==> src/design/tpd_pkg.sv <==
`timescale 1ns / 1ps
package tpd_pkg;

  localparam logic [7:0] HDR_ANGLE = 8'b1000_0011;
  localparam logic [7:0] HDR_RATE  = 8'b1111_1100;
  localparam logic [7:0] HDR_INFO  = 8'b1000_0100;
  localparam logic [7:0] BYTE_END  = 8'b1010_0000;
  localparam logic [7:0] BYTE_FAIL = 8'b1111_1111;

  localparam logic [8:0] CHECK_MOD = 9'd255;

  localparam int PAYLOAD_DEPTH = 12;
  localparam int COUNT_W       = 4;
  localparam logic [COUNT_W-1:0] ANGLE_BODY_LAST = 4'd6;
  localparam logic [COUNT_W-1:0] RATE_BODY_LAST  = 4'd12;
  localparam logic [COUNT_W-1:0] STORE_LIMIT     = 4'd12;

  localparam int FIFO_DEPTH = 2;
  localparam int FIFO_AW    = $clog2(FIFO_DEPTH);
  localparam int FIFO_CW    = $clog2(FIFO_DEPTH + 1);

  localparam logic [7:0] EXP_ALL_ONES = 8'hFF;
  localparam logic [7:0] EXP_BIAS     = 8'd127;
  localparam logic [7:0] EXP_SAT      = 8'd31;
  localparam logic [7:0] MANT_BITS    = 8'd23;

  typedef enum logic [1:0] {
    KIND_ANGLES  = 2'd0,
    KIND_RATES   = 2'd1,
    KIND_RESTART = 2'd2,
    KIND_FAIL    = 2'd3
  } kind_t;

  typedef struct packed {
    kind_t       kind;
    logic [95:0] data;
    logic [7:0]  check;
  } job_t;

  // Magnitude of a single value truncated towards zero, saturating at 2^31-1.
  function automatic logic [30:0] trunc_mag(input logic [31:0] bits);
    logic [7:0]  expo;
    logic [7:0]  e;
    logic [30:0] mant;
    expo = bits[30:23];
    e    = expo - EXP_BIAS;
    mant = {7'b0, 1'b1, bits[22:0]};
    if (expo == EXP_ALL_ONES) begin
      return '1;
    end else if (expo < EXP_BIAS) begin
      return '0;
    end else if (e >= EXP_SAT) begin
      return '1;
    end else if (e >= MANT_BITS) begin
      return mant << (e - MANT_BITS);
    end else begin
      return mant >> (MANT_BITS - e);
    end
  endfunction

  function automatic logic [9:0] byte_sum4(input logic [31:0] w);
    return 10'(w[7:0]) + 10'(w[15:8]) + 10'(w[23:16]) + 10'(w[31:24]);
  endfunction

endpackage

==> src/design/tpd_if.sv <==
`timescale 1ns / 1ps
interface tpd_byte_if;
  logic       valid;
  logic       ready;
  logic [7:0] rx_byte;

  modport source (output valid, output rx_byte, input ready);
  modport sink (input valid, input rx_byte, output ready);
endinterface

interface tpd_result_if;
  logic               valid;
  logic               ready;
  logic [1:0]         packet_kind;
  logic signed [15:0] pitch_angle;
  logic signed [15:0] roll_angle;
  logic signed [15:0] yaw_angle;
  logic [31:0]        pitch_rate_bits;
  logic [31:0]        roll_rate_bits;
  logic [31:0]        yaw_rate_bits;

  modport source (output valid, output packet_kind, output pitch_angle, output roll_angle,
                  output yaw_angle, output pitch_rate_bits, output roll_rate_bits,
                  output yaw_rate_bits, input ready);
  modport sink (input valid, input packet_kind, input pitch_angle, input roll_angle,
                input yaw_angle, input pitch_rate_bits, input roll_rate_bits,
                input yaw_rate_bits, output ready);
endinterface

==> src/design/telemetry_packet_deframer_core.sv <==
`timescale 1ns / 1ps
// A packet's request passes through the job queue, the check register and the output register.
// Throughput: one byte per cycle; the byte input stalls only when the two-entry job queue
// is full, which happens only while the result output is held back by its consumer.
// Reset: rst_n is synchronous and active low; it returns the parser to header hunting and
// empties the job queue and the checking pipeline. The payload store is not cleared.
module telemetry_packet_deframer_core
  import tpd_pkg::*;
(
  input  logic         clk,
  input  logic         rst_n,
  tpd_byte_if.sink     in_ch,
  tpd_result_if.source out_ch
);

  logic job_push;
  job_t job_push_data;
  logic job_full;
  logic job_pop;
  job_t job_pop_data;
  logic job_empty;

  tpd_front u_front (
    .clk        (clk),
    .rst_n      (rst_n),
    .byte_valid (in_ch.valid),
    .byte_data  (in_ch.rx_byte),
    .byte_ready (in_ch.ready),
    .job_full   (job_full),
    .job_push   (job_push),
    .job_data   (job_push_data)
  );

  tpd_job_fifo u_fifo (
    .clk       (clk),
    .rst_n     (rst_n),
    .push      (job_push),
    .push_data (job_push_data),
    .full      (job_full),
    .pop       (job_pop),
    .pop_data  (job_pop_data),
    .empty     (job_empty)
  );

  tpd_back u_back (
    .clk       (clk),
    .rst_n     (rst_n),
    .job_empty (job_empty),
    .job_data  (job_pop_data),
    .job_pop   (job_pop),
    .out_ch    (out_ch)
  );

`ifndef SYNTHESIS
  a_no_push_when_full: assert property (@(posedge clk) disable iff (!rst_n)
    job_push |-> !job_full)
    else $error("request pushed into a full job queue");

  a_no_pop_when_empty: assert property (@(posedge clk) disable iff (!rst_n)
    job_pop |-> !job_empty)
    else $error("request popped from an empty job queue");

  a_angle_zero_rates: assert property (@(posedge clk) disable iff (!rst_n)
    (out_ch.valid && out_ch.packet_kind == KIND_ANGLES) |->
      (out_ch.pitch_rate_bits == '0 && out_ch.roll_rate_bits == '0 &&
       out_ch.yaw_rate_bits == '0))
    else $error("angle request carries rate data");

  a_event_zero_data: assert property (@(posedge clk) disable iff (!rst_n)
    (out_ch.valid && (out_ch.packet_kind == KIND_RESTART || out_ch.packet_kind == KIND_FAIL))
      |-> (out_ch.pitch_angle == '0 && out_ch.roll_angle == '0 && out_ch.yaw_angle == '0 &&
           out_ch.pitch_rate_bits == '0))
    else $error("event request carries data");
`endif

endmodule

==> src/design/tpd_front.sv <==
`timescale 1ns / 1ps
module tpd_front
  import tpd_pkg::*;
(
  input  logic       clk,
  input  logic       rst_n,
  input  logic       byte_valid,
  input  logic [7:0] byte_data,
  output logic       byte_ready,
  input  logic       job_full,
  output logic       job_push,
  output job_t       job_data
);

  typedef enum logic [3:0] {
    ST_HUNT  = 4'b0001,
    ST_ANGLE = 4'b0010,
    ST_RATE  = 4'b0100,
    ST_INFO  = 4'b1000
  } state_t;

  state_t               state_r, state_nxt;
  logic [COUNT_W-1:0]   count_r, count_nxt;
  logic [7:0]           store_r [PAYLOAD_DEPTH];
  logic [95:0]          packed_store;
  logic                 take;
  logic                 in_body;

  function automatic state_t hunt(input logic [7:0] b);
    case (b)
      HDR_ANGLE: return ST_ANGLE;
      HDR_RATE:  return ST_RATE;
      HDR_INFO:  return ST_INFO;
      default:   return ST_HUNT;
    endcase
  endfunction

  assign byte_ready = !job_full;
  assign take       = byte_valid && byte_ready;
  assign in_body    = (state_r == ST_ANGLE) || (state_r == ST_RATE);

  always_comb begin
    for (int i = 0; i < PAYLOAD_DEPTH; i++) begin
      packed_store[8*i +: 8] = store_r[i];
    end
  end

  always_comb begin
    state_nxt      = state_r;
    count_nxt      = count_r;
    job_push       = 1'b0;
    job_data.kind  = KIND_ANGLES;
    job_data.data  = packed_store;
    job_data.check = byte_data;
    if (take) begin
      case (state_r)
        ST_HUNT: begin
          state_nxt = hunt(byte_data);
          count_nxt = '0;
        end
        ST_INFO: begin
          count_nxt = '0;
          if (byte_data == BYTE_END || byte_data == BYTE_FAIL) begin
            job_push      = 1'b1;
            job_data.kind = (byte_data == BYTE_END) ? KIND_RESTART : KIND_FAIL;
            state_nxt     = ST_HUNT;
          end else begin
            state_nxt = hunt(byte_data);
          end
        end
        ST_ANGLE: begin
          count_nxt = count_r + 1'b1;
          if (count_r == ANGLE_BODY_LAST) begin
            job_push  = 1'b1;
            state_nxt = ST_HUNT;
            count_nxt = '0;
          end
        end
        ST_RATE: begin
          count_nxt = count_r + 1'b1;
          if (count_r == RATE_BODY_LAST) begin
            job_push      = 1'b1;
            job_data.kind = KIND_RATES;
            state_nxt     = ST_HUNT;
            count_nxt     = '0;
          end
        end
        default: begin
          state_nxt = ST_HUNT;
          count_nxt = '0;
        end
      endcase
    end
  end

  always_ff @(posedge clk) begin
    if (!rst_n) begin
      state_r <= ST_HUNT;
      count_r <= '0;
    end else begin
      state_r <= state_nxt;
      count_r <= count_nxt;
    end
  end

  always_ff @(posedge clk) begin
    if (take && in_body && count_r < STORE_LIMIT) begin
      store_r[count_r] <= byte_data;
    end
  end

endmodule

==> src/design/tpd_job_fifo.sv <==
`timescale 1ns / 1ps
module tpd_job_fifo
  import tpd_pkg::*;
(
  input  logic clk,
  input  logic rst_n,
  input  logic push,
  input  job_t push_data,
  output logic full,
  input  logic pop,
  output job_t pop_data,
  output logic empty
);

  job_t               mem_r [FIFO_DEPTH];
  logic [FIFO_AW-1:0] wr_ptr_r, wr_ptr_nxt;
  logic [FIFO_AW-1:0] rd_ptr_r, rd_ptr_nxt;
  logic [FIFO_CW-1:0] count_r, count_nxt;
  logic               do_push;
  logic               do_pop;

  assign full     = (count_r == FIFO_CW'(FIFO_DEPTH));
  assign empty    = (count_r == '0);
  assign do_push  = push && !full;
  assign do_pop   = pop && !empty;
  assign pop_data = mem_r[rd_ptr_r];

  always_comb begin
    wr_ptr_nxt = wr_ptr_r;
    rd_ptr_nxt = rd_ptr_r;
    count_nxt  = count_r;
    if (do_push) begin
      wr_ptr_nxt = (wr_ptr_r == FIFO_AW'(FIFO_DEPTH - 1)) ? '0 : wr_ptr_r + 1'b1;
    end
    if (do_pop) begin
      rd_ptr_nxt = (rd_ptr_r == FIFO_AW'(FIFO_DEPTH - 1)) ? '0 : rd_ptr_r + 1'b1;
    end
    if (do_push && !do_pop) begin
      count_nxt = count_r + 1'b1;
    end else if (do_pop && !do_push) begin
      count_nxt = count_r - 1'b1;
    end
  end

  always_ff @(posedge clk) begin
    if (!rst_n) begin
      wr_ptr_r <= '0;
      rd_ptr_r <= '0;
      count_r  <= '0;
    end else begin
      wr_ptr_r <= wr_ptr_nxt;
      rd_ptr_r <= rd_ptr_nxt;
      count_r  <= count_nxt;
    end
  end

  always_ff @(posedge clk) begin
    if (do_push) begin
      mem_r[wr_ptr_r] <= push_data;
    end
  end

endmodule

==> src/design/tpd_back.sv <==
`timescale 1ns / 1ps
module tpd_back
  import tpd_pkg::*;
(
  input  logic        clk,
  input  logic        rst_n,
  input  logic        job_empty,
  input  job_t        job_data,
  output logic        job_pop,
  tpd_result_if.source out_ch
);

  logic        a_valid_r, a_valid_nxt;
  job_t        a_job_r;
  logic [95:0] a_terms_r;
  logic [95:0] terms;
  logic        a_adv;
  logic        a_load;

  logic        out_valid_r, out_valid_nxt;
  kind_t       out_kind_r;
  logic [15:0] out_angle_r [3];
  logic [31:0] out_rate_r [3];
  logic [15:0] out_angle_nxt [3];
  logic [31:0] out_rate_nxt [3];

  logic [11:0] total;
  logic [8:0]  folded;
  logic [7:0]  residue;
  logic        pass;

  assign a_adv   = !out_valid_r || out_ch.ready;
  assign a_load  = !a_valid_r || a_adv;
  assign job_pop = a_load && !job_empty;

  // The check sum modulo 255 equals the byte sum modulo 255, as 256 is 1 modulo 255.
  always_comb begin
    case (job_data.kind)
      KIND_ANGLES: terms = {48'b0, job_data.data[47:0]};
      KIND_RATES: begin
        terms = {1'b0, trunc_mag(job_data.data[95:64]),
                 1'b0, trunc_mag(job_data.data[63:32]),
                 1'b0, trunc_mag(job_data.data[31:0])};
      end
      default: terms = '0;
    endcase
  end

  always_comb begin
    a_valid_nxt = a_valid_r;
    if (a_load) begin
      a_valid_nxt = !job_empty;
    end
  end

  always_ff @(posedge clk) begin
    if (!rst_n) begin
      a_valid_r <= 1'b0;
    end else begin
      a_valid_r <= a_valid_nxt;
    end
  end

  always_ff @(posedge clk) begin
    if (job_pop) begin
      a_job_r   <= job_data;
      a_terms_r <= terms;
    end
  end

  always_comb begin
    total   = 12'(byte_sum4(a_terms_r[31:0])) + 12'(byte_sum4(a_terms_r[63:32]))
            + 12'(byte_sum4(a_terms_r[95:64]));
    folded  = 9'(total[11:8]) + 9'(total[7:0]);
    residue = (folded >= CHECK_MOD) ? 8'(folded - CHECK_MOD) : folded[7:0];
    case (a_job_r.kind)
      KIND_ANGLES, KIND_RATES: pass = (residue == a_job_r.check);
      default:                 pass = 1'b1;
    endcase
  end

  always_comb begin
    out_valid_nxt = out_valid_r;
    if (a_adv) begin
      out_valid_nxt = a_valid_r && pass;
    end
  end

  always_ff @(posedge clk) begin
    if (!rst_n) begin
      out_valid_r <= 1'b0;
    end else begin
      out_valid_r <= out_valid_nxt;
    end
  end

  always_comb begin
    for (int i = 0; i < 3; i++) begin
      out_angle_nxt[i] = '0;
      out_rate_nxt[i]  = '0;
    end
    case (a_job_r.kind)
      KIND_ANGLES: begin
        for (int i = 0; i < 3; i++) begin
          out_angle_nxt[i] = {~a_job_r.data[16*i + 7], a_job_r.data[16*i +: 7],
                              a_job_r.data[16*i + 8 +: 8]};
        end
      end
      KIND_RATES: begin
        for (int i = 0; i < 3; i++) begin
          out_rate_nxt[i] = a_job_r.data[32*i +: 32];
        end
      end
      default: begin
      end
    endcase
  end

  always_ff @(posedge clk) begin
    if (a_adv && a_valid_r) begin
      out_kind_r <= a_job_r.kind;
      for (int i = 0; i < 3; i++) begin
        out_angle_r[i] <= out_angle_nxt[i];
        out_rate_r[i]  <= out_rate_nxt[i];
      end
    end
  end

  assign out_ch.valid           = out_valid_r;
  assign out_ch.packet_kind     = out_kind_r;
  assign out_ch.pitch_angle     = signed'(out_angle_r[0]);
  assign out_ch.roll_angle      = signed'(out_angle_r[1]);
  assign out_ch.yaw_angle       = signed'(out_angle_r[2]);
  assign out_ch.pitch_rate_bits = out_rate_r[0];
  assign out_ch.roll_rate_bits  = out_rate_r[1];
  assign out_ch.yaw_rate_bits   = out_rate_r[2];

endmodule
==> src/flat_wrapper.sv <==
// flat-port wrapper written by rule: the top's interface ports become plain ports
module telemetry_packet_deframer_core_flat import tpd_pkg::*;
  (clk, rst_n, in_ch_valid, in_ch_rx_byte, in_ch_ready, out_ch_valid, out_ch_packet_kind, out_ch_pitch_angle, out_ch_roll_angle, out_ch_yaw_angle, out_ch_pitch_rate_bits, out_ch_roll_rate_bits, out_ch_yaw_rate_bits, out_ch_ready);
  tpd_byte_if in_ch_i ();
  tpd_result_if out_ch_i ();
  input  logic clk;
  input  logic rst_n;
  input wire logic [$bits(in_ch_i.valid)-1:0] in_ch_valid;
  input wire logic [$bits(in_ch_i.rx_byte)-1:0] in_ch_rx_byte;
  output wire logic [$bits(in_ch_i.ready)-1:0] in_ch_ready;
  output wire logic [$bits(out_ch_i.valid)-1:0] out_ch_valid;
  output wire logic [$bits(out_ch_i.packet_kind)-1:0] out_ch_packet_kind;
  output wire logic [$bits(out_ch_i.pitch_angle)-1:0] out_ch_pitch_angle;
  output wire logic [$bits(out_ch_i.roll_angle)-1:0] out_ch_roll_angle;
  output wire logic [$bits(out_ch_i.yaw_angle)-1:0] out_ch_yaw_angle;
  output wire logic [$bits(out_ch_i.pitch_rate_bits)-1:0] out_ch_pitch_rate_bits;
  output wire logic [$bits(out_ch_i.roll_rate_bits)-1:0] out_ch_roll_rate_bits;
  output wire logic [$bits(out_ch_i.yaw_rate_bits)-1:0] out_ch_yaw_rate_bits;
  input wire logic [$bits(out_ch_i.ready)-1:0] out_ch_ready;
  assign in_ch_i.valid = in_ch_valid;
  assign in_ch_i.rx_byte = in_ch_rx_byte;
  assign in_ch_ready = in_ch_i.ready;
  assign out_ch_valid = out_ch_i.valid;
  assign out_ch_packet_kind = out_ch_i.packet_kind;
  assign out_ch_pitch_angle = out_ch_i.pitch_angle;
  assign out_ch_roll_angle = out_ch_i.roll_angle;
  assign out_ch_yaw_angle = out_ch_i.yaw_angle;
  assign out_ch_pitch_rate_bits = out_ch_i.pitch_rate_bits;
  assign out_ch_roll_rate_bits = out_ch_i.roll_rate_bits;
  assign out_ch_yaw_rate_bits = out_ch_i.yaw_rate_bits;
  assign out_ch_i.ready = out_ch_ready;
  telemetry_packet_deframer_core u_core (.clk(clk), .rst_n(rst_n), .in_ch(in_ch_i), .out_ch(out_ch_i));
endmodule
==> config.mk <==
export PLATFORM = sky130hd
export DESIGN_NAME = telemetry_packet_deframer_core_flat
export DESIGN_NICKNAME = d
export VERILOG_FILES = /design/src/design/tpd_pkg.sv /design/src/design/tpd_if.sv /design/src/design/telemetry_packet_deframer_core.sv /design/src/design/tpd_front.sv /design/src/design/tpd_job_fifo.sv /design/src/design/tpd_back.sv /design/src/flat_wrapper.sv
export SDC_FILE = /design/constraint.sdc
export NUM_CORES = 1
export LEC_CHECK = 0
export ABC_CLOCK_PERIOD_IN_PS = 12950
export BUFFER_PORTS_ARGS = -buffer_cell sky130_fd_sc_hd__buf_2
export CAP_MARGIN = 25
export CORE_ASPECT_RATIO = 0.7
export CORE_MARGIN = 1.5
export CORE_UTILIZATION = 40
export DETAILED_ROUTE_END_ITERATION = 8
export GPL_ROUTABILITY_DRIVEN = 0
export REMOVE_ABC_BUFFERS = 1
export SLEW_MARGIN = 20
export SYNTH_ARGS = -nofsm -noshare
export SYNTH_HDL_FRONTEND = slang
export SYNTH_SLANG_ARGS = --single-unit
export TNS_END_PERCENT = 1
==> constraint.sdc <==
create_clock -name clk -period 12.95 [get_ports clk]
set_clock_uncertainty 0.2 [all_clocks]
set_input_delay 3.885 -clock clk [delete_from_list [all_inputs] [get_ports clk]]
set_output_delay 3.885 -clock clk [all_outputs]
set_load 0.1 [all_outputs]
==> impl_metrics.ini <==
[outcome]
outcome = finished with violations
violations = design-rule violations

[worst_setup_path]
cp_num_cells = 28
crit_path_start_kind = flip-flop
required_ns = 13.28
cp.arrival_ns = 7.97
max_stage_delay_ns = 0.54
worstSetupEndpointType = flip-flop
timing.rr.start = u_core.u_back.a_terms_r[50]$_DFFE_PP_
critical-path-top-delay-family = adder cells
crit_buf_inv = 5
reg2regPathDepth = 28
path_class = reg2reg
critPathSlowestCell = fa_1
path_max_fanout = 8
r2r-end = u_core.u_back.out_ch.valid$_SDFFE_PN0P_
cp_common_cell = fa_1
rrSetupSlack_ns = 5.31

[finish]
drive_above_1_share = 0.150
multi_input_area_um2 = 13700
final_cell_mix = edfxtp_1 (654), nor2_1 (279), a21oi_1 (231)
nFillCells = 7875
seq_area_um2 = 19900
fin_nets = 3243
layout_commonest_cell = edfxtp_1
final_util = 0.458
design_area_um2 = 39600
insertedDiodeCount = 0
area_growth_pct = 13.1

[synth]
synthMuxAreaShare = 0.0750
synthAdderAreaFrac = 0.0604
synth-simple-area-share = 0.118
synthXorXnorAreaFrac = 0.0153
synth_top_family_by_area = compound AO/OA/AOI/OAI gates
yosysUniqueCellTypes = 89
synth_area_um2 = 35000
syn_inst = 2966
synthArstFlopShare = 0
synth-edff-count = 654
synth_ff_type = edfxtp_1
yosysSeqAreaShare = 0.569
ys.warnings.count = 0
synth.avg_cell_area_um2 = 11.8
ys_ff_latch = 669
synth_compound_area_frac = 0.120

[timing]
relSlewSlack = 0.242
rsz0062_at_grt = false
min_period_over_period = 0.590
worstMarginPinSlew_ns = 1.11
finalMaxSlewViolations = 0
setup_violations = 0
finalCriticalPeriod_ns = 7.64
clock.fmax_mhz = 131
finalHoldViolations = 0
fin_tns_setup_ns = 0
hold_ws_ns = 0.240

[clock_tree]
ctsHoldBuffers = 0
htree_levels = 3
clk_latency_ns = 0.64
cts_tree = built
post_cts_resized = 0
clk_pin_slew_worst_paths_ns = 0.06
cts_buffers = 70
cts-root-buf = clkbuf_16
cts.sinks = 669
post_cts_buffers = 0
clockBufferDepth = 3

[grt]
grt_pass1_vias = 22300
grt_usage = 0.216
antenna_found_initial = 5
grt_remaining_overflow = 0
grt_first_pass_wirelength_mm = 144
grt_start_max_net_pins = 77

[hold_path]
min_path_cells = 0
hold_start = u_core.u_front.store_r[3][0]$_DFFE_PP_
hold_class = reg2reg
hold_end = u_core.u_fifo.mem_r[0][32]$_DFFE_PP_

[floorplanning]
core_area_um2 = 86500
die_h_um = 251
fp-row-count = 90
initial_core_util = 0.405
io_pins = 160
die_x_um = 357
dieArea_um2 = 89400

[placement]
hpwlAfterDp_mm = 69.7
placed_cell_area_um2 = 37100
io_buffers = 159

[route]
vias_per_cell = 5.67
wl_mm = 97.7
drtIter0Drc = 3039
drc_errors = 12
drtPass1Iterations = 8
wire_per_inst_um = 22.6
ant_nets = 0
vias = 24500

[job]
maxCapViolations = 0
metrics by stage:
step                      instances  setup WS (ns)
after CTS                      4309           5.34
after floorplan                2817           1.67
after global routing           4315           4.72
after detailed placement       4181           4.68
after global placement         4178           4.87
final                          4315           5.31
registers in the layout, indices dropped and copies added (netlist names), named ones only:
name / cells
u_core.u_back.out_ch.packet_kind: 2
u_core.u_front.count_r: 4
u_core.u_fifo.wr_ptr_r: 1
u_core.u_back.a_valid_r: 1
u_core.u_back.out_rate_r: 96
u_core.u_back.out_ch.valid: 1
u_core.u_fifo.mem_r: 212
u_core.u_fifo.count_r: 2
u_core.u_front.state_r: 4
u_core.u_back.a_job_r: 106
u_core.u_front.store_r: 96
u_core.u_back.out_angle_r: 48
u_core.u_back.a_terms_r: 94
u_core.u_fifo.rd_ptr_r: 1
how the worst max path moves through the flow:
| stage | end | slack, ns | from |
|---|---|---|---|
| finish | u_core.u_back.out_ch.valid$_SDFFE_PN0P_ | 5.31 | u_core.u_back.a_terms_r[50]$_DFFE_PP_ |
| global route | u_core.u_back.out_ch.valid$_SDFFE_PN0P_ | 4.72 | u_core.u_back.a_terms_r[51]$_DFFE_PP_ |
| CTS | u_core.u_back.out_ch.valid$_SDFFE_PN0P_ | 5.34 | u_core.u_back.a_terms_r[50]$_DFFE_PP_ |
| detailed placement | u_core.u_fifo.mem_r[0][81]$_DFFE_PP_ | 4.68 | in_ch_rx_byte[7] |
| global placement | u_core.u_fifo.mem_r[0][93]$_DFFE_PP_ | 4.87 | in_ch_rx_byte[3] |
| floorplan | u_core.u_back.out_angle_r[0][0]$_SDFFCE_PN0P_ | 1.67 | out_ch_ready |
area by class of cell:
class / count / area share
well taps: 1150 / 0.0363
multi-input cells: 1932 / 0.346
clock inverters: 49 / 0.0149
repair buffers: 220 / 0.0329
inverters: 216 / 0.0207
clock buffers: 79 / 0.0456
flip-flops and latches: 669 / 0.503
Yosys cell counts (16+ instances only):
library cell | instances | area (um^2)
or3_1 | 16 | 100
buf_1 | 18 | 67.6
inv_1 | 207 | 777
a211oi_1 | 37 | 278
o22ai_1 | 22 | 138
o211ai_1 | 34 | 255
nor3_1 | 58 | 290
xor2_1 | 16 | 140
nand3_1 | 36 | 180
a221oi_1 | 21 | 184
and2_1 | 166 | 1040
fa_1 | 77 | 1540
o221ai_1 | 19 | 166
a21oi_1 | 231 | 1160
ha_1 | 45 | 563
xnor2_1 | 28 | 245
nand2_1 | 182 | 683
nor2_1 | 281 | 1050
mux2_2 | 79 | 890
edfxtp_1 | 654 | 19600
and3_1 | 16 | 100
nor2b_1 | 18 | 113
o21ai_0 | 144 | 721
mux2i_1 | 138 | 1380
a31oi_1 | 24 | 150
clkbuf_1 | 104 | 390
metal layers:
metal | vias up | global-route usage | part of all wire
li1 | 11100 | - | -
met1 | 12000 | 0.342 | 0.47
met2 | 1147 | 0.278 | 0.39
met3 | 131 | 0.0749 | 0.12
met4 | 2 | 0.0419 | 0.017
met5 | - | 0 | 0.000072
logic make-up after synthesis:
kind of cell,Yosys count
AND/OR/NAND/NOR,852
flip-flops,669
adder cells (fa/ha/maj),123
multiplexers,234
buffers and inverters,365
XOR/XNOR,51
AO/OA/AOI/OAI,672
Power is left out: the tool's default activity adds up to more than one toggle a clock period on the data nets, which glitch-free logic cannot reach.
